===== src/design/text_console_scrollback_macros.svh =====
// assertion macros used by the console top level
`ifndef TEXT_CONSOLE_SCROLLBACK_MACROS_SVH
`define TEXT_CONSOLE_SCROLLBACK_MACROS_SVH

// same-cycle implication, checked on clk and held off during reset
`define TCS_ASSERT_NOW(lbl, ante, cons, msg) \
    lbl: assert property (@(posedge clk) disable iff (!rst_n) (ante) |-> (cons)) \
        else $error(msg);

// next-cycle implication, checked on clk and held off during reset
`define TCS_ASSERT_NEXT(lbl, ante, cons, msg) \
    lbl: assert property (@(posedge clk) disable iff (!rst_n) (ante) |=> (cons)) \
        else $error(msg);

`endif


===== src/design/tcs_fifo.sv =====
// two-entry queue of fixed-width items
`default_nettype none
module tcs_fifo #(
    parameter int WIDTH = 8
) (
    input  wire logic             clk,
    input  wire logic             rst_n,
    input  wire logic             push,
    input  wire logic [WIDTH-1:0] wdata,
    output logic                  full,
    input  wire logic             pop,
    output logic      [WIDTH-1:0] rdata,
    output logic                  empty
);
    logic [WIDTH-1:0] mem_reg [2];
    logic       rd_ptr_reg, rd_ptr_next;
    logic       wr_ptr_reg, wr_ptr_next;
    logic [1:0] count_reg, count_next;
    logic       do_push, do_pop;

    assign full    = (count_reg == 2'd2);
    assign empty   = (count_reg == 2'd0);
    assign do_push = push && !full;
    assign do_pop  = pop && !empty;
    assign rdata   = mem_reg[rd_ptr_reg];

    always_comb
    begin
        rd_ptr_next = do_pop ? !rd_ptr_reg : rd_ptr_reg;
        wr_ptr_next = do_push ? !wr_ptr_reg : wr_ptr_reg;
        count_next  = count_reg + {1'b0, do_push} - {1'b0, do_pop};
    end

    always_ff @(posedge clk or negedge rst_n)
    begin
        if (!rst_n)
        begin
            rd_ptr_reg <= 1'b0;
            wr_ptr_reg <= 1'b0;
            count_reg  <= 2'd0;
        end
        else
        begin
            rd_ptr_reg <= rd_ptr_next;
            wr_ptr_reg <= wr_ptr_next;
            count_reg  <= count_next;
        end
    end

    always_ff @(posedge clk)
    begin
        if (do_push)
        begin
            mem_reg[wr_ptr_reg] <= wdata;
        end
    end
endmodule
`default_nettype wire


===== config.mk =====
export PLATFORM = sky130hd
export DESIGN_NAME = tcs_fifo
export DESIGN_NICKNAME = d
export VERILOG_FILES = /design/src/design/text_console_scrollback_macros.svh /design/src/design/tcs_fifo.sv
export SDC_FILE = /design/constraint.sdc
export NUM_CORES = 1
export LEC_CHECK = 0
export ABC_CLOCK_PERIOD_IN_PS = 1890
export BUFFER_PORTS_ARGS = -buffer_cell sky130_fd_sc_hd__buf_2
export CAP_MARGIN = 0
export CORE_MARGIN = 8
export CORE_UTILIZATION = 48
export DETAILED_ROUTE_END_ITERATION = 7
export PLACE_DENSITY = 0.82
export SLEW_MARGIN = 25
export SYNTH_ARGS = -nofsm -noshare
export SYNTH_HDL_FRONTEND = slang
export SYNTH_SLANG_ARGS = --single-unit

===== constraint.sdc =====
create_clock -name clk -period 1.89 [get_ports clk]
set_clock_uncertainty 0.05 [all_clocks]
set_input_delay 0.378 -clock clk [delete_from_list [all_inputs] [get_ports clk]]
set_output_delay 0.378 -clock clk [all_outputs]
set_load 0.005 [all_outputs]

==> flow_metrics.tcl <==
set metrics [dict create \
    status "finished clean" \
    cp-end-kind "primary output" \
    wl_met2_um 658 \
    port_buffers 21 \
    post-cts-setup-buffers 0 \
    routed_wl_mm 1.221 \
    highest_layer "met4" \
    fill_cells 109 \
    first_pass_iters 2 \
    route.antenna.remaining_nets 0 \
    yosysTopAreaCell "edfxtp_1" \
    routedWlPerCell_um 14.20 \
    syn_to_final_growth_pct 22.26 \
    met1Wirelength_um 479 \
    synth_cell_types 13 \
    synth_most_common_cell "edfxtp_1" \
    ys_top_cells_by_count "edfxtp_1 (16), mux2_2 (8), dfrtp_1 (4)" \
    placed_area_um2 910.9 \
    synth_seq_cells 20 \
    grt_pass1_wl_mm 1.945 \
    grt_antenna_before_repair 0 \
    avgViaCountPerCell 4.884 \
    rsz0062_at_grt "no" \
    critical_path.startpoint "rd_ptr_reg" \
    cts.clk_slew.worst_paths_ns 0.10 \
    largest_register_ffs 16 \
    hold_slack_ns 0.2185 \
    worstPathArrival_ns 1.28 \
    die_area_mm2 0.003158 \
    r2r_setup_slack_ns 0.32 \
    critPathKind "reg2out" \
    ys_seq_area_share_pct 74.84 \
    r2r-start "count_reg[1]" \
    leakagePower_nw 0.3977 \
    nNetsFinal 85 \
    cts.sinks 20 \
    ir_drop_uv 598.3 \
    cts-root-buf "clkbuf_4" \
    required_ns 1.46 \
    initial_core_util_pct 51.50 \
    hold_path_class "in2reg" \
    layout-drive-gt1-share_pct 51.43 \
    cts_tree "yes" \
    finalCritPeriodShare_pct 90.62 \
    synth_ff_type "edfxtp_1" \
    drc 0 \
    final-hold-violation-count 0 \
    pin_count 22 \
    crit_path_max_fanout 9 \
    clk_path_buf_depth 2 \
    power_density_mw_per_mm2 1400 \
    timing.final.crit_period_ns 1.713 \
    setup_viol 0 \
    vias 420 \
    dieWidth_um 56.20 \
    grt_usage_pct 8.245 \
    async_flop_share_pct 20.00 \
    fmax_ghz 0.5839 \
    synth_area_leaders "edfxtp_1 (62%), dfrtp_1 (13%), mux2_2 (12%)" \
    synth_area_um2 775.7 \
    grt_pass1_vias 420 \
    tns_ns 0 \
    avgSynthCellArea_um2 18.04 \
    final_max_slew_viol_count 0 \
    start_kind "flop" \
    grt_max_degree 12 \
    tightest_slew_ns 0.3928 \
    cts_buffers 3 \
    max-slew-margin-rel_pct 73.81 \
    drtIter0Drc 1 \
    fin_area_um2 948.4 \
    netlist.area_leader.share_pct 61.94 \
    htree_levels 1 \
    yosys_warnings 0 \
    r2r_cells 7 \
    core_mm2 0.001506 \
    netlist_instances 43 \
    num_antenna_cells 0 \
    synth.net_count 57 \
    clk_latency_ns 0.28 \
    wl_met3_um 55 \
    gp_congestion 0.7465 \
    overflow 0 \
    synth_edf_count 16 \
    maxCapViolCount 0 \
    hpwl_um 960 \
    fp-row-count 14 \
    r2r-end "count_reg[1]" \
    endpoint "rdata[1]" \
    die_y_um 56.20 \
]
## worst max-delay path: stages (launching register included)
cell	delay (ns)
dfrtp_2	0.51
mux2_2	0.37
buf_2	0.13
## kinds of logic (layout without fill, tap and decap cells)
kind of cell	Yosys count	after routing	synth area share, %
adder cells (fa/ha/maj)	2	2	3.225
buffers and inverters	3	30	1.613
XOR/XNOR	4	4	4.517
flip-flops	20	20	74.84
multiplexers	8	8	11.61
AND/OR/NAND/NOR	6	6	4.195
## layout by cell type (no fill, tap or decap), types with 2 or more instances in the layout
cell type	n
nor2_1	2
mux2_2	8
edfxtp_1	16
clkbuf_4	3
xnor2_1	3
inv_1	2
buf_2	21
buf_4	2
ha_1	2
dfrtp_1	3
## cell type report
cell class,count,area (um^2),area share [%]
flip-flops and latches,20,581.8,61.35
multi-input cells,20,182.7,19.26
repair buffers,24,130.1,13.72
clock buffers,3,22.52,2.375
well taps,16,20.02,2.111
inverters,2,7.507,0.7916
clock inverters,1,3.754,0.3958
## power breakdown
| part | internal [mW] | switching [mW] | leakage (nW) |
|---|---|---|---|
| Sequential | 0.619 | 0.0808 | 0.194 |
| Combinational | 0.249 | 0.186 | 0.188 |
| Clock | 0.0767 | 0.116 | 0.0154 |
## layer usage
metal / up-vias / global-route usage, %
met1: 194 / 7.133
li1: 213 / -
met3: 2 / 3.881
met5: - / 0
met2: 11 / 13.79
met4: 0 / 7.216
## metrics by stage
step | power, mW | std cells | worst slack [ns] | util [%]
6_report | 1.328 | 86 | 0.1773 | 62.96
5_1_grt | 1.426 | 86 | 0.1015 | 62.96
4_1_cts | 1.354 | 86 | 0.03363 | 62.87
3_3_place_gp | 1.133 | 81 | 0.3655 | 60.47
2_1_floorplan | 0.9711 | 43 | 0.3664 | -
3_5_place_dp | 1.160 | 81 | 0.3179 | 60.47
## worst min path at each step
| stage | cells after the start | startpoint | end |
|---|---|---|---|
| 5_1_grt | 1 | wdata[5] | mem_reg[0][5] |
| 3_3_place_gp | 1 | rst_n | count_reg[0] |
| 3_5_place_dp | 1 | rst_n | count_reg[0] |
| 4_1_cts | 1 | wdata[3] | mem_reg[1][3] |
| 6_report | 1 | wdata[3] | mem_reg[1][3] |
| 2_1_floorplan | 0 | rst_n | count_reg[0] |
## repair_timing
| action | 4_1_cts | 5_1_grt |
|---|---|---|
| setup endpoints to repair | 0 | 8 |
| endpoints found under the hold margin | 4 | 0 |
| hold buffers | 1 | 0 |
| resized for setup | 0 | 1 |
(Power assumes the default switching activity.)
