[config.mk]
export PLATFORM = sky130hd
export DESIGN_NAME = tcs_front
export DESIGN_NICKNAME = d
export VERILOG_FILES = /design/src/design/text_console_scrollback_macros.svh /design/src/design/tcs_pkg.sv /design/src/design/tcs_fifo.sv /design/src/design/tcs_front.sv
export SDC_FILE = /design/constraint.sdc
export NUM_CORES = 1
export LEC_CHECK = 0
export BUFFER_PORTS_ARGS = -buffer_cell sky130_fd_sc_hd__buf_2
export CAP_MARGIN = 20
export CORE_MARGIN = 2
export CORE_UTILIZATION = 52
export DETAILED_ROUTE_END_ITERATION = 8
export PLACE_DENSITY_LB_ADDON = 0.3
export SYNTH_ARGS = -nofsm -noshare
export SYNTH_HDL_FRONTEND = slang
export SYNTH_HIERARCHICAL = 1
export SYNTH_SLANG_ARGS = --single-unit
[constraint.sdc]
create_clock -name clk -period 4 [get_ports clk]
set_input_delay 1 -clock clk [delete_from_list [all_inputs] [get_ports clk]]
set_output_delay 1 -clock clk [all_outputs]
set_load 0.02 [all_outputs]
[src/design/text_console_scrollback_macros.svh]
// assertion macros used by the console top level
`ifndef TEXT_CONSOLE_SCROLLBACK_MACROS_SVH
`define TEXT_CONSOLE_SCROLLBACK_MACROS_SVH

// same-cycle implication, checked on clk and held off during reset
`define TCS_ASSERT_NOW(lbl, ante, cons, msg) \
    lbl: assert property (@(posedge clk) disable iff (!rst_n) (ante) |-> (cons)) \
        else $error(msg);

// next-cycle implication, checked on clk and held off during reset
`define TCS_ASSERT_NEXT(lbl, ante, cons, msg) \
    lbl: assert property (@(posedge clk) disable iff (!rst_n) (ante) |=> (cons)) \
        else $error(msg);

`endif

[src/design/tcs_pkg.sv]
// types and constants of the text console with scrollback
`default_nettype none
package tcs_pkg;

    // request codes
    localparam logic [2:0] REQ_PUT    = 3'd0;
    localparam logic [2:0] REQ_UP     = 3'd1;
    localparam logic [2:0] REQ_DOWN   = 3'd2;
    localparam logic [2:0] REQ_BOTTOM = 3'd3;
    localparam logic [2:0] REQ_CLEAR  = 3'd4;
    localparam logic [2:0] REQ_FRAME  = 3'd5;
    localparam logic [2:0] REQ_READ   = 3'd6;
    // spare code, changes nothing and reports the status
    localparam logic [2:0] REQ_SPARE  = 3'd7;

    // character classes
    localparam logic [7:0] CHAR_NEWLINE  = 8'h0A;
    localparam logic [7:0] CHAR_PRINT_LO = 8'h20;
    localparam logic [7:0] CHAR_PRINT_HI = 8'h7E;

    // register indexes (address bit 2)
    localparam logic REG_PANE_WIDTH  = 1'b0;
    localparam logic REG_PANE_HEIGHT = 1'b1;

    localparam logic [11:0] PANE_WIDTH_RST  = 12'd640;
    localparam logic [11:0] PANE_HEIGHT_RST = 12'd480;

    // widths that cover the whole parameter range
    localparam int VIS_COLS_W = 9;
    localparam int VIS_ROWS_W = 8;

    typedef struct packed {
        logic [2:0]  req_type;
        logic [7:0]  char_code;
        logic [11:0] scroll_rows;
        logic [5:0]  read_row;
        logic [6:0]  read_col;
    } in_item_t;

    typedef struct packed {
        logic [7:0] read_char;
        logic       row_shown;
        logic       dirty;
        logic [7:0] view_offset;
        logic [7:0] scroll_limit;
    } out_item_t;

    // classified request between front and back
    typedef struct packed {
        logic [2:0]  op;
        logic        is_newline;
        logic        is_print;
        logic [7:0]  char_code;
        logic [11:0] scroll_rows;
        logic [5:0]  read_row;
        logic [6:0]  read_col;
    } cmd_t;

    // pane geometry in character cells
    typedef struct packed {
        logic                  ready;
        logic [VIS_COLS_W-1:0] vis_cols;
        logic [VIS_ROWS_W-1:0] vis_rows;
    } geom_t;

endpackage
`default_nettype wire

[src/design/tcs_fifo.sv]
// two-entry queue of fixed-width items
`default_nettype none
module tcs_fifo #(
    parameter int WIDTH = 8
) (
    input  wire logic             clk,
    input  wire logic             rst_n,
    input  wire logic             push,
    input  wire logic [WIDTH-1:0] wdata,
    output logic                  full,
    input  wire logic             pop,
    output logic      [WIDTH-1:0] rdata,
    output logic                  empty
);
    logic [WIDTH-1:0] mem_reg [2];
    logic       rd_ptr_reg, rd_ptr_next;
    logic       wr_ptr_reg, wr_ptr_next;
    logic [1:0] count_reg, count_next;
    logic       do_push, do_pop;

    assign full    = (count_reg == 2'd2);
    assign empty   = (count_reg == 2'd0);
    assign do_push = push && !full;
    assign do_pop  = pop && !empty;
    assign rdata   = mem_reg[rd_ptr_reg];

    always_comb
    begin
        rd_ptr_next = do_pop ? !rd_ptr_reg : rd_ptr_reg;
        wr_ptr_next = do_push ? !wr_ptr_reg : wr_ptr_reg;
        count_next  = count_reg + {1'b0, do_push} - {1'b0, do_pop};
    end

    always_ff @(posedge clk or negedge rst_n)
    begin
        if (!rst_n)
        begin
            rd_ptr_reg <= 1'b0;
            wr_ptr_reg <= 1'b0;
            count_reg  <= 2'd0;
        end
        else
        begin
            rd_ptr_reg <= rd_ptr_next;
            wr_ptr_reg <= wr_ptr_next;
            count_reg  <= count_next;
        end
    end

    always_ff @(posedge clk)
    begin
        if (do_push)
        begin
            mem_reg[wr_ptr_reg] <= wdata;
        end
    end
endmodule
`default_nettype wire

[src/design/tcs_front.sv]
// front end: takes request items, classifies them and queues them
`default_nettype none
module tcs_front (
    input  wire logic              clk,
    input  wire logic              rst_n,
    input  wire logic              push,
    input  wire tcs_pkg::in_item_t request,
    output logic                   full,
    input  wire logic              hold,
    output tcs_pkg::cmd_t          cmd,
    output logic                   cmd_valid,
    input  wire logic              cmd_pop
);
    import tcs_pkg::*;

    cmd_t cmd_in;
    logic q_full, q_empty;

    always_comb
    begin
        cmd_in.op          = request.req_type;
        cmd_in.is_newline  = (request.char_code == CHAR_NEWLINE);
        cmd_in.is_print    = (request.char_code >= CHAR_PRINT_LO) &&
                             (request.char_code <= CHAR_PRINT_HI);
        cmd_in.char_code   = request.char_code;
        cmd_in.scroll_rows = request.scroll_rows;
        cmd_in.read_row    = request.read_row;
        cmd_in.read_col    = request.read_col;
    end

    // no item taken while the store is being cleared after reset
    assign full      = q_full || hold;
    assign cmd_valid = !q_empty;

    tcs_fifo #(.WIDTH($bits(cmd_t))) u_cmd_q (
        .clk   (clk),
        .rst_n (rst_n),
        .push  (push && !full),
        .wdata (cmd_in),
        .full  (q_full),
        .pop   (cmd_pop),
        .rdata (cmd),
        .empty (q_empty)
    );
endmodule
`default_nettype wire

==> summary.md <==
| Metric | Value |
|---|---|
| Status | completed |
| Warnings, synthesis | 6 |
| Total GRT Usage | 0.163 |
| Routed vias/inst | 5.07 |
| Max transition margin | 0.363 |
| DR WL/cell | 15.8 um |
| DP Area | 0.00352 mm2 |
| Nets@finish | 278 |
| Worst r2r src | u_cmd_q/count_reg[1]$_DFF_PN0_ |
| HPWL Detailed | 3300 um |
| Lkg Pwr | 1.44 nW |
| Top-Level Pins | 81 |
| Post-route setup TNS | 0 ps |
| Cell chain of the critical path | mux2_2 > buf_2 |
| CP max-delay cell | dfrtp_2 |
| Final setup vio count | 0 |
| Area growth syn-to-layout | 22.2% |
| CP required | 3000 ps |
| Final Max Tran Viols | 0 |
| Fraction of the yosys area taken by sequential cells | 0.780 |
| Min cycle time layout | 2950 ps |
| Cells after Synth | 147 |
| CTS tree | done |
| Initial DRT Pass Iterations | 4 |
| Initial Utilization | 0.548 |
| Post-route ant nets | 0 |
| CTS Hold Bufs | 0 |
| Die X | 80.7 um |
| Die H | 80.7 um |
| CTS root buffer | clkbuf_8 |
| CP peak stage delay | 980 ps |
| Fin Clk Skew | 5.81 ps |
| Worst Setup Start Kind | register |
| Critical Path Start | u_cmd_q/rd_ptr_reg$_DFFE_PN0P_ |
| Total number of vias | 1582 |
| RSZ-0062 raised after global routing | no |
| Worst Setup Path Type | reg2out |
| DRT Wirelength | 4930 um |
| CTS buffer count | 9 |
| Worst-case clock buffer depth | 2 |
| First-pass GRT wire length | 7480 um |
| H-tree Lvls | 3 |
| GRT overflow | 0 |
| Avg Cell Area, Syn | 20.8 um2 |
| Vias in the first global route | 1551 |
| Initial antenna violation count | 0 |
| Final Hold Viols | 0 |
| Placed cell count | 296 |
| Synth Cell Area | 0.00306 mm2 |
| Final Instance Area | 0.00373 mm2 |
| TritonCTS Sinks | 80 |
| Util after Layout | 0.670 |
| Fmax | 0.339 GHz |
| Max reg flops | 76 |
| FP Rows | 27 |
| Crit-path max FO | 39 |
| Core area | 0.00557 mm2 |
| Finished Layout Cells | 312 |
| Synthesized flop and latch total | 80 |
| P per Cell Area | 667 mW/mm2 |
| # DRC | 0 |
| Placer congestion estimate | 0.705 |
| HP Class | in2async |
| Post-Syn Nets | 190 |
| Peak VDD IR | 513 uV |
| Worst-skew pair later-pin latency | 340 ps |
| Setup bufs post-CTS | 0 |
| PortBufs | 80 |
| Crit path capture type | output port |
| Slew @ Worst Pin | 956 ps |
| Max Cap Viol | 0 |
| Ratio of cells with drive above 1 in the final layout | 0.583 |
| Yosys cell types | 21 |
| Post-CTS sizing | 0 |
| Worst-path clk slew | 70 ps |
| Diodes inserted | 0 |
| Tcrit/Tclk final | 0.738 |
| Full die area | 0.00651 mm2 |
| Pin count of the biggest net entering global routing | 40 |
| 1st-iter DRT viols | 117 |
| Arr. time, crit path | 1950 ps |
-- layout by cell type (no fill, tap or decap) --
master	instances
bufinv_16	2
and3_1	1
nor2_4	1
buf_2	80
xnor2_1	3
clkinv_1	1
nand2b_1	1
mux2_2	28
a211oi_1	1
mux2_4	10
xor2_1	1
or2_2	1
nor4_2	1
nor2b_1	1
dfrtp_2	1
or4_1	1
clkinv_2	3
ha_1	2
inv_1	4
nor2_1	3
clkbuf_8	9
and3_2	1
nand2_1	2
clkinvlp_4	1
edfxtp_1	76
and4_2	1
buf_4	1
dfrtp_1	3
-- critical path, delay by kind of cell (launching register included) --
family	cells	cell delay, ps
buffers and inverters	1	160
DFF	1	980
muxes	1	430
-- cells in the mapped netlist, drive strengths merged --
library cell | instances | area (um2)
nor2 | 4 | 15.0
nor2b | 1 | 6.26
dfrtp | 4 | 100
nand2b | 1 | 6.26
xnor2 | 3 | 26.3
inv | 4 | 15.0
and4 | 1 | 10.0
mux2 | 38 | 465
xor2 | 1 | 8.76
nand2 | 2 | 7.51
a211oi | 1 | 7.51
and3 | 2 | 12.5
nor4 | 1 | 12.5
or4 | 1 | 7.51
or2 | 1 | 6.26
edfxtp | 76 | 2280
ha | 2 | 25.0
buf | 4 | 41.3
-- logic make-up after synthesis --
kind of cell | Yosys count | synth area share
compound gates | 1 | 0.00246
xor+xnor | 4 | 0.0115
fa+ha+maj | 2 | 0.00819
buf+inv | 8 | 0.0184
flops | 80 | 0.780
mux | 38 | 0.152
simple gates | 14 | 0.0274
-- final cells by class --
type / instances / area [um2]
well taps: 72 / 90.1
inverters: 4 / 15.0
repair buffers: 81 / 408
clock inverters: 7 / 86.3
flip-flops and latches: 80 / 2380
clock buffers: 9 / 124
multi-input cells: 59 / 626
fillers: 397 / 1840
-- where the power goes --
| part | switching, W | internal (W) |
|---|---|---|
| clock network | 0.000269 | 0.000346 |
| logic | 0.000373 | 0.000334 |
| registers | 0.000118 | 0.00105 |
-- metrics by stage --
step / hold WS, ps / setup WS [ps] / power, W
after floorplan: 461 / 373 / 0.00171
after global placement: 493 / 1170 / 0.00189
after detailed placement: 498 / 1150 / 0.00191
after CTS: 438 / 1020 / 0.00252
after global routing: 434 / 924 / 0.00261
final: 451 / 1050 / 0.00249
-- final timing paths --
kind | slack, ps | cells after the start | end
max in group asynchronous | 3420 | 1 | u_cmd_q/rd_ptr_reg$_DFFE_PN0P_
worst min register to register | 520 | 1 | u_cmd_q/count_reg[1]$_DFF_PN0_
worst min-delay path | 450 | 1 | u_cmd_q/count_reg[0]$_DFF_PN0_
worst max-delay path | 1050 | 2 | cmd[28]
min in group clk | 520 | 1 | u_cmd_q/count_reg[1]$_DFF_PN0_
worst max register to register | 1720 | 7 | u_cmd_q/mem_reg[0][34]$_DFFE_PP_
-- metal layers --
layer / track usage / up-vias / wire length (um)
met5: 0 / - / 0
li1: - / 739 / -
met2: 0.268 / 56 / 2550
met4: 0.0661 / 0 / 78
met3: 0.0483 / 8 / 342
met1: 0.203 / 779 / 1960
Power figures use the tool's default switching activity.
