$ cat src/design/text_console_scrollback_macros.svh
// assertion macros used by the console top level
`ifndef TEXT_CONSOLE_SCROLLBACK_MACROS_SVH
`define TEXT_CONSOLE_SCROLLBACK_MACROS_SVH

// same-cycle implication, checked on clk and held off during reset
`define TCS_ASSERT_NOW(lbl, ante, cons, msg) \
    lbl: assert property (@(posedge clk) disable iff (!rst_n) (ante) |-> (cons)) \
        else $error(msg);

// next-cycle implication, checked on clk and held off during reset
`define TCS_ASSERT_NEXT(lbl, ante, cons, msg) \
    lbl: assert property (@(posedge clk) disable iff (!rst_n) (ante) |=> (cons)) \
        else $error(msg);

`endif

$ cat src/design/tcs_pkg.sv
// types and constants of the text console with scrollback
`default_nettype none
package tcs_pkg;

    // request codes
    localparam logic [2:0] REQ_PUT    = 3'd0;
    localparam logic [2:0] REQ_UP     = 3'd1;
    localparam logic [2:0] REQ_DOWN   = 3'd2;
    localparam logic [2:0] REQ_BOTTOM = 3'd3;
    localparam logic [2:0] REQ_CLEAR  = 3'd4;
    localparam logic [2:0] REQ_FRAME  = 3'd5;
    localparam logic [2:0] REQ_READ   = 3'd6;
    // spare code, changes nothing and reports the status
    localparam logic [2:0] REQ_SPARE  = 3'd7;

    // character classes
    localparam logic [7:0] CHAR_NEWLINE  = 8'h0A;
    localparam logic [7:0] CHAR_PRINT_LO = 8'h20;
    localparam logic [7:0] CHAR_PRINT_HI = 8'h7E;

    // register indexes (address bit 2)
    localparam logic REG_PANE_WIDTH  = 1'b0;
    localparam logic REG_PANE_HEIGHT = 1'b1;

    localparam logic [11:0] PANE_WIDTH_RST  = 12'd640;
    localparam logic [11:0] PANE_HEIGHT_RST = 12'd480;

    // widths that cover the whole parameter range
    localparam int VIS_COLS_W = 9;
    localparam int VIS_ROWS_W = 8;

    typedef struct packed {
        logic [2:0]  req_type;
        logic [7:0]  char_code;
        logic [11:0] scroll_rows;
        logic [5:0]  read_row;
        logic [6:0]  read_col;
    } in_item_t;

    typedef struct packed {
        logic [7:0] read_char;
        logic       row_shown;
        logic       dirty;
        logic [7:0] view_offset;
        logic [7:0] scroll_limit;
    } out_item_t;

    // classified request between front and back
    typedef struct packed {
        logic [2:0]  op;
        logic        is_newline;
        logic        is_print;
        logic [7:0]  char_code;
        logic [11:0] scroll_rows;
        logic [5:0]  read_row;
        logic [6:0]  read_col;
    } cmd_t;

    // pane geometry in character cells
    typedef struct packed {
        logic                  ready;
        logic [VIS_COLS_W-1:0] vis_cols;
        logic [VIS_ROWS_W-1:0] vis_rows;
    } geom_t;

endpackage
`default_nettype wire

$ cat src/design/tcs_geom.sv
// pane geometry: visible columns and rows by reciprocal multiplication and a remainder fix
`default_nettype none
module tcs_geom #(
    parameter int MAX_COLS    = 128,
    parameter int MAX_ROWS    = 64,
    parameter int GLYPH_WIDTH = 8,
    parameter int LINE_HEIGHT = 16
) (
    input  wire logic        clk,
    input  wire logic        rst_n,
    input  wire logic        start,
    input  wire logic [11:0] pane_width,
    input  wire logic [11:0] pane_height,
    output tcs_pkg::geom_t   geom
);
    import tcs_pkg::*;

    localparam int          SHIFT   = 12;
    localparam logic [12:0] RECIP_W = 13'((2 ** SHIFT) / GLYPH_WIDTH);
    localparam logic [12:0] RECIP_H = 13'((2 ** SHIFT) / LINE_HEIGHT);
    localparam logic [6:0]  GW      = 7'(GLYPH_WIDTH);
    localparam logic [6:0]  LH      = 7'(LINE_HEIGHT);

    logic                  busy_reg, busy_next;
    logic                  step_reg, step_next;
    logic [11:0]           qw_reg, qw_next;
    logic [11:0]           qh_reg, qh_next;
    logic [VIS_COLS_W-1:0] cols_reg, cols_next;
    logic [VIS_ROWS_W-1:0] rows_reg, rows_next;
    logic [23:0]           prod_w, prod_h;
    logic [18:0]           back_w, back_h, rem_w, rem_h;
    logic [11:0]           qw_fix, qh_fix;

    // estimate is exact or one short, the remainder check fixes it
    always_comb
    begin
        prod_w = 24'(pane_width) * 24'(RECIP_W);
        prod_h = 24'(pane_height) * 24'(RECIP_H);
        back_w = 19'(qw_reg) * 19'(GW);
        back_h = 19'(qh_reg) * 19'(LH);
        rem_w  = 19'(pane_width) - back_w;
        rem_h  = 19'(pane_height) - back_h;
        qw_fix = (rem_w >= 19'(GW)) ? qw_reg + 12'd1 : qw_reg;
        qh_fix = (rem_h >= 19'(LH)) ? qh_reg + 12'd1 : qh_reg;
    end

    always_comb
    begin
        busy_next = busy_reg;
        step_next = step_reg;
        qw_next   = qw_reg;
        qh_next   = qh_reg;
        cols_next = cols_reg;
        rows_next = rows_reg;
        if (start)
        begin
            busy_next = 1'b1;
            step_next = 1'b0;
        end
        else if (busy_reg)
        begin
            if (!step_reg)
            begin
                qw_next   = prod_w[SHIFT +: 12];
                qh_next   = prod_h[SHIFT +: 12];
                step_next = 1'b1;
            end
            else
            begin
                busy_next = 1'b0;
                step_next = 1'b0;
                if (qw_fix > 12'(MAX_COLS))
                    cols_next = VIS_COLS_W'(MAX_COLS);
                else if (qw_fix == 12'd0)
                    cols_next = VIS_COLS_W'(1);
                else
                    cols_next = VIS_COLS_W'(qw_fix);
                if (qh_fix > 12'(MAX_ROWS))
                    rows_next = VIS_ROWS_W'(MAX_ROWS);
                else
                    rows_next = VIS_ROWS_W'(qh_fix);
            end
        end
    end

    always_ff @(posedge clk or negedge rst_n)
    begin
        if (!rst_n)
        begin
            busy_reg <= 1'b1;
            step_reg <= 1'b0;
        end
        else
        begin
            busy_reg <= busy_next;
            step_reg <= step_next;
        end
    end

    always_ff @(posedge clk)
    begin
        qw_reg   <= qw_next;
        qh_reg   <= qh_next;
        cols_reg <= cols_next;
        rows_reg <= rows_next;
    end

    assign geom.ready    = !busy_reg;
    assign geom.vis_cols = cols_reg;
    assign geom.vis_rows = rows_reg;
endmodule
`default_nettype wire

$ cat config.mk
export PLATFORM = sky130hd
export DESIGN_NAME = tcs_geom
export DESIGN_NICKNAME = d
export VERILOG_FILES = /design/src/design/text_console_scrollback_macros.svh /design/src/design/tcs_pkg.sv /design/src/design/tcs_geom.sv
export SDC_FILE = /design/constraint.sdc
export NUM_CORES = 1
export LEC_CHECK = 0
export ABC_AREA = 1
export BUFFER_PORTS_ARGS = -buffer_cell sky130_fd_sc_hd__buf_4
export CAP_MARGIN = 30
export CORE_MARGIN = 10
export CORE_UTILIZATION = 45
export CTS_BUF_LIST = sky130_fd_sc_hd__clkbuf_2
export CTS_CLUSTER_DIAMETER = 120
export CTS_CLUSTER_SIZE = 24
export DETAILED_ROUTE_END_ITERATION = 8
export PLACE_DENSITY_LB_ADDON = 0.25
export SYNTH_ARGS = -nofsm -noshare
export SYNTH_HDL_FRONTEND = slang
export SYNTH_SLANG_ARGS = --single-unit
$ cat constraint.sdc
create_clock -name clk -period 6.85 [get_ports clk]
set_clock_uncertainty 0.1 [all_clocks]
set_input_delay 0 -clock clk [delete_from_list [all_inputs] [get_ports clk]]
set_output_delay 0 -clock clk [all_outputs]
set_load 0.02 [all_outputs]
==> flow_results.xml <==
<?xml version="1.0" encoding="UTF-8"?>
<metrics>
  <group name="final_layout">
    <metric name="fillerInstances" unit="">617</metric>
    <metric name="multiInputGateArea" unit="µm²">1550</metric>
    <metric name="finalInstanceArea" unit="µm²">3520</metric>
    <metric name="regArea" unit="µm²">1070</metric>
    <metric name="nets" unit="">494</metric>
    <metric name="synthToLayoutAreaGrowth" unit="%">21.3</metric>
    <metric name="antenna_cells_inserted" unit="">0</metric>
    <metric name="fin_util" unit="%">55.8</metric>
    <metric name="final_cells" unit="">524</metric>
    <metric name="final_layout_size_suffix_gt1_share" unit="%">17.2</metric>
  </group>
  <group name="logic_synthesis">
    <metric name="total_of_warnings_raised_by_yosys" unit="">0</metric>
    <metric name="synthDistinctLibCells" unit="">37</metric>
    <metric name="netlist.top_cell.by_area" unit="">edfxtp_1</metric>
    <metric name="ys_top_cells_by_count" unit="">106 x nand2_1, 68 x inv_1, 34 x edfxtp_1</metric>
    <metric name="ys.flop_type" unit="">edfxtp_1</metric>
    <metric name="synthTopCellsByArea" unit="">edfxtp_1 35%, nand2_1 14%, inv_1 8.8%</metric>
    <metric name="synthMostInstantiatedCell" unit="">nand2_1</metric>
    <metric name="syn_area_per_cell" unit="µm²">7.62</metric>
    <metric name="ys_seq_elements" unit="">36</metric>
    <metric name="synth.top_cell.area_share" unit="%">35.2</metric>
    <metric name="ys_async_sr_fraction" unit="%">5.56</metric>
    <metric name="synth_edf_count" unit="">34</metric>
    <metric name="netlist_instances" unit="">381</metric>
    <metric name="synth_area" unit="µm²">2900</metric>
    <metric name="synth_seq_area_share" unit="%">37.0</metric>
  </group>
  <group name="route">
    <metric name="drt.antenna.violating_nets" unit="">0</metric>
    <metric name="drt-wirelength-per-cell" unit="µm">11.4</metric>
    <metric name="vias_per_cell" unit="">4.70</metric>
    <metric name="drcViolationCount" unit="">0</metric>
    <metric name="route.final.wire_length" unit="µm">5990</metric>
    <metric name="detailroute.via_count" unit="">2461</metric>
    <metric name="dr.pass1.iters" unit="">4</metric>
    <metric name="drt_iter0_drc" unit="">71</metric>
    <metric name="met2RoutedLength" unit="µm">2770</metric>
    <metric name="topRoutingLayerUsed" unit="">met4</metric>
    <metric name="detailroute.wirelength.met3" unit="µm">341</metric>
    <metric name="wl_met1" unit="µm">2800</metric>
  </group>
  <group name="timing">
    <metric name="timing_hold_violations_final" unit="">0</metric>
    <metric name="timing.final.crit_share" unit="%">47.7</metric>
    <metric name="setup-tns-final" unit="ns">0</metric>
    <metric name="fmax" unit="GHz">0.306</metric>
    <metric name="rsz0062_at_grt" unit="">false</metric>
    <metric name="final.hold.worst_slack" unit="ns">0.220</metric>
    <metric name="report.final.setup_viol" unit="">0</metric>
    <metric name="timing.final.crit_period" unit="ns">3.26</metric>
    <metric name="report.final.slew_viol_count" unit="">0</metric>
  </group>
  <group name="pwr">
    <metric name="switchingPower" unit="W">0.000194</metric>
    <metric name="combinational_group_share_of_total_power" unit="%">34.6</metric>
    <metric name="leakage" unit="nW">1.83</metric>
    <metric name="power.sequential.fraction" unit="%">48.4</metric>
    <metric name="power.share.clock" unit="%">17.1</metric>
    <metric name="switching_part_of_the_total" unit="%">34.7</metric>
    <metric name="worst_ir_drop_vdd" unit="mV">0.0909</metric>
    <metric name="cellPowerDensity" unit="nW/µm²">159</metric>
    <metric name="internal_power" unit="W">0.000365</metric>
  </group>
  <group name="grt">
    <metric name="grt_max_degree" unit="">18</metric>
    <metric name="vias_in_the_first_global_route" unit="">2322</metric>
    <metric name="antenna_found_initial" unit="">0</metric>
    <metric name="grt_pass1_wl" unit="µm">10300</metric>
    <metric name="overflow" unit="">0</metric>
    <metric name="globalRouteTotalUtil" unit="%">12.2</metric>
  </group>
  <group name="placed_design">
    <metric name="postPlaceCellArea" unit="µm²">3280</metric>
    <metric name="gp_congestion" unit="">0.852</metric>
    <metric name="io_buffers" unit="">37</metric>
    <metric name="placedCellCount" unit="">496</metric>
    <metric name="dp_hpwl" unit="µm">4810</metric>
  </group>
  <group name="floorplan">
    <metric name="placeableCoreArea" unit="µm²">6310</metric>
    <metric name="initial_core_util" unit="%">46.0</metric>
    <metric name="dieArea" unit="µm²">10100</metric>
    <metric name="die_height" unit="µm">100</metric>
    <metric name="die-width" unit="µm">100</metric>
    <metric name="num_rows" unit="">29</metric>
    <metric name="number_of_top_level_design_ports" unit="">45</metric>
  </group>
  <group name="outcome">
    <metric name="run_status" unit="">finished, final reports clean</metric>
  </group>
  <group name="clocking">
    <metric name="cts_root_buffer_type" unit="">clkbuf_2</metric>
    <metric name="cts_sinks" unit="">36</metric>
    <metric name="cts_max_level" unit="">2</metric>
    <metric name="cts_setup_buffers" unit="">0</metric>
    <metric name="clk_pin_slew_worst_paths" unit="ns">0.18</metric>
    <metric name="clock_tree_from_tritoncts" unit="">done</metric>
    <metric name="clock_latency" unit="ns">0.39</metric>
    <metric name="tritoncts.num_buffers" unit="">5</metric>
    <metric name="clock_path_buffers" unit="">2</metric>
  </group>
  <group name="worst_setup_path">
    <metric name="worstPathCellList" unit="">ha_1, fa_1, nand3b_1, nand2_1, nand2_1, nand2_1, nand2_1, nand2_1, nand3_2, nor2_2, nor2_1, a21oi_1, nand2_1, nand3_1, nand2_1, nand2_1, inv_1</metric>
    <metric name="path_common_cell" unit="">nand2_1</metric>
    <metric name="end_kind" unit="">register</metric>
    <metric name="worstPathBufferInverterCount" unit="">1</metric>
    <metric name="cp_data_arrival_time" unit="ns">3.33</metric>
    <metric name="worst_path_largest_cell_delay" unit="ns">0.51</metric>
    <metric name="cpMaxStageDelayCell" unit="">edfxtp_1</metric>
    <metric name="path_delay_family" unit="">simple AND/OR/NAND/NOR gates</metric>
    <metric name="crit_fanout" unit="">12</metric>
    <metric name="worst-setup-path-type" unit="">register to register</metric>
    <metric name="cp-start-kind" unit="">register</metric>
    <metric name="crit_required" unit="ns">6.91</metric>
  </group>
  <group name="min_path">
    <metric name="hp-class" unit="">input port to register</metric>
  </group>
  <group name="run">
    <metric name="maxCapViolations" unit="">0</metric>
  </group>
</metrics>
==> cell families after synthesis <==
group | share of synthesized area [%]
AOI/OAI and AO/OA | 5.22
xor gates and xnor gates | 4.23
adders and majority gates | 9.57
buffers and inverters | 9.96
DFF | 37.0
other | 0.129
and+or+nand+nor | 33.9
==> cells in the final DEF, fill, tap and decap left out, drive strengths merged <==
cell type,instances
edfxtp,34
nor3b,1
nand3,32
xnor2,2
buf,39
nor3,9
ha,19
nand3b,4
o21ai,5
conb,2
inv,71
dfstp,1
dlygate4sd3,20
and2,1
xor2,12
clkinv,2
or2,2
dfrtp,1
nand2,118
nor2,36
a21oi,17
fa,2
clkbuf,7
o21a,2
nand4,4
o21bai,2
nor4,2
==> metrics by stage <==
step	setup WS, ns	power (W)
after global placement	3.59	0.000455
after detailed placement	3.60	0.000460
after CTS	3.55	0.000564
after global routing	3.25	0.000602
after floorplan	4.04	0.000411
final	3.59	0.000559
==> power groups by stage <==
stage | clock [W] | sequential (W) | combinational [W]
after global routing | 0.000107 | 0.000273 | 0.000222
after floorplan | 0 | 0.000280 | 0.000130
after detailed placement | 0 | 0.000275 | 0.000185
after CTS | 0.0000983 | 0.000270 | 0.000195
final | 0.0000954 | 0.000270 | 0.000193
after global placement | 0 | 0.000275 | 0.000180
==> layer usage <==
metal  vias up  track usage (%)
met1      1072             15.2
met2        44             19.6
li1       1339                -
met3         6             3.09
met4         0             4.57
met5         -                0
==> cell type report <==
type	instances	area share, %
Sequential cell	36	30.5
Tap cell	77	2.74
Inverter	72	7.68
Clock inverter	1	0.142
Clock buffer	7	0.995
Multi-Input combinational cell	272	44.0
Timing Repair Buffer	59	14.0
==> worst paths after layout <==
kind,from,endpoint,slack [ns],cells after the start
worst min-delay path,pane_width[3],qw_reg[0],0.22,2
worst max-delay path,qh_reg[0],rows_reg[4],3.59,17
worst min register to register,step_reg,busy_reg,0.42,1
worst max register to register,qh_reg[0],rows_reg[4],3.59,17
min in group asynchronous,rst_n,step_reg,0.35,3
max in group asynchronous,rst_n,busy_reg,6.09,3
==> repair_timing <==
action,CTS,global route
hold buffers,20,0
endpoints found under the hold margin,21,0
resized for setup,0,0
Note: power is estimated with default switching activity, not from simulation.
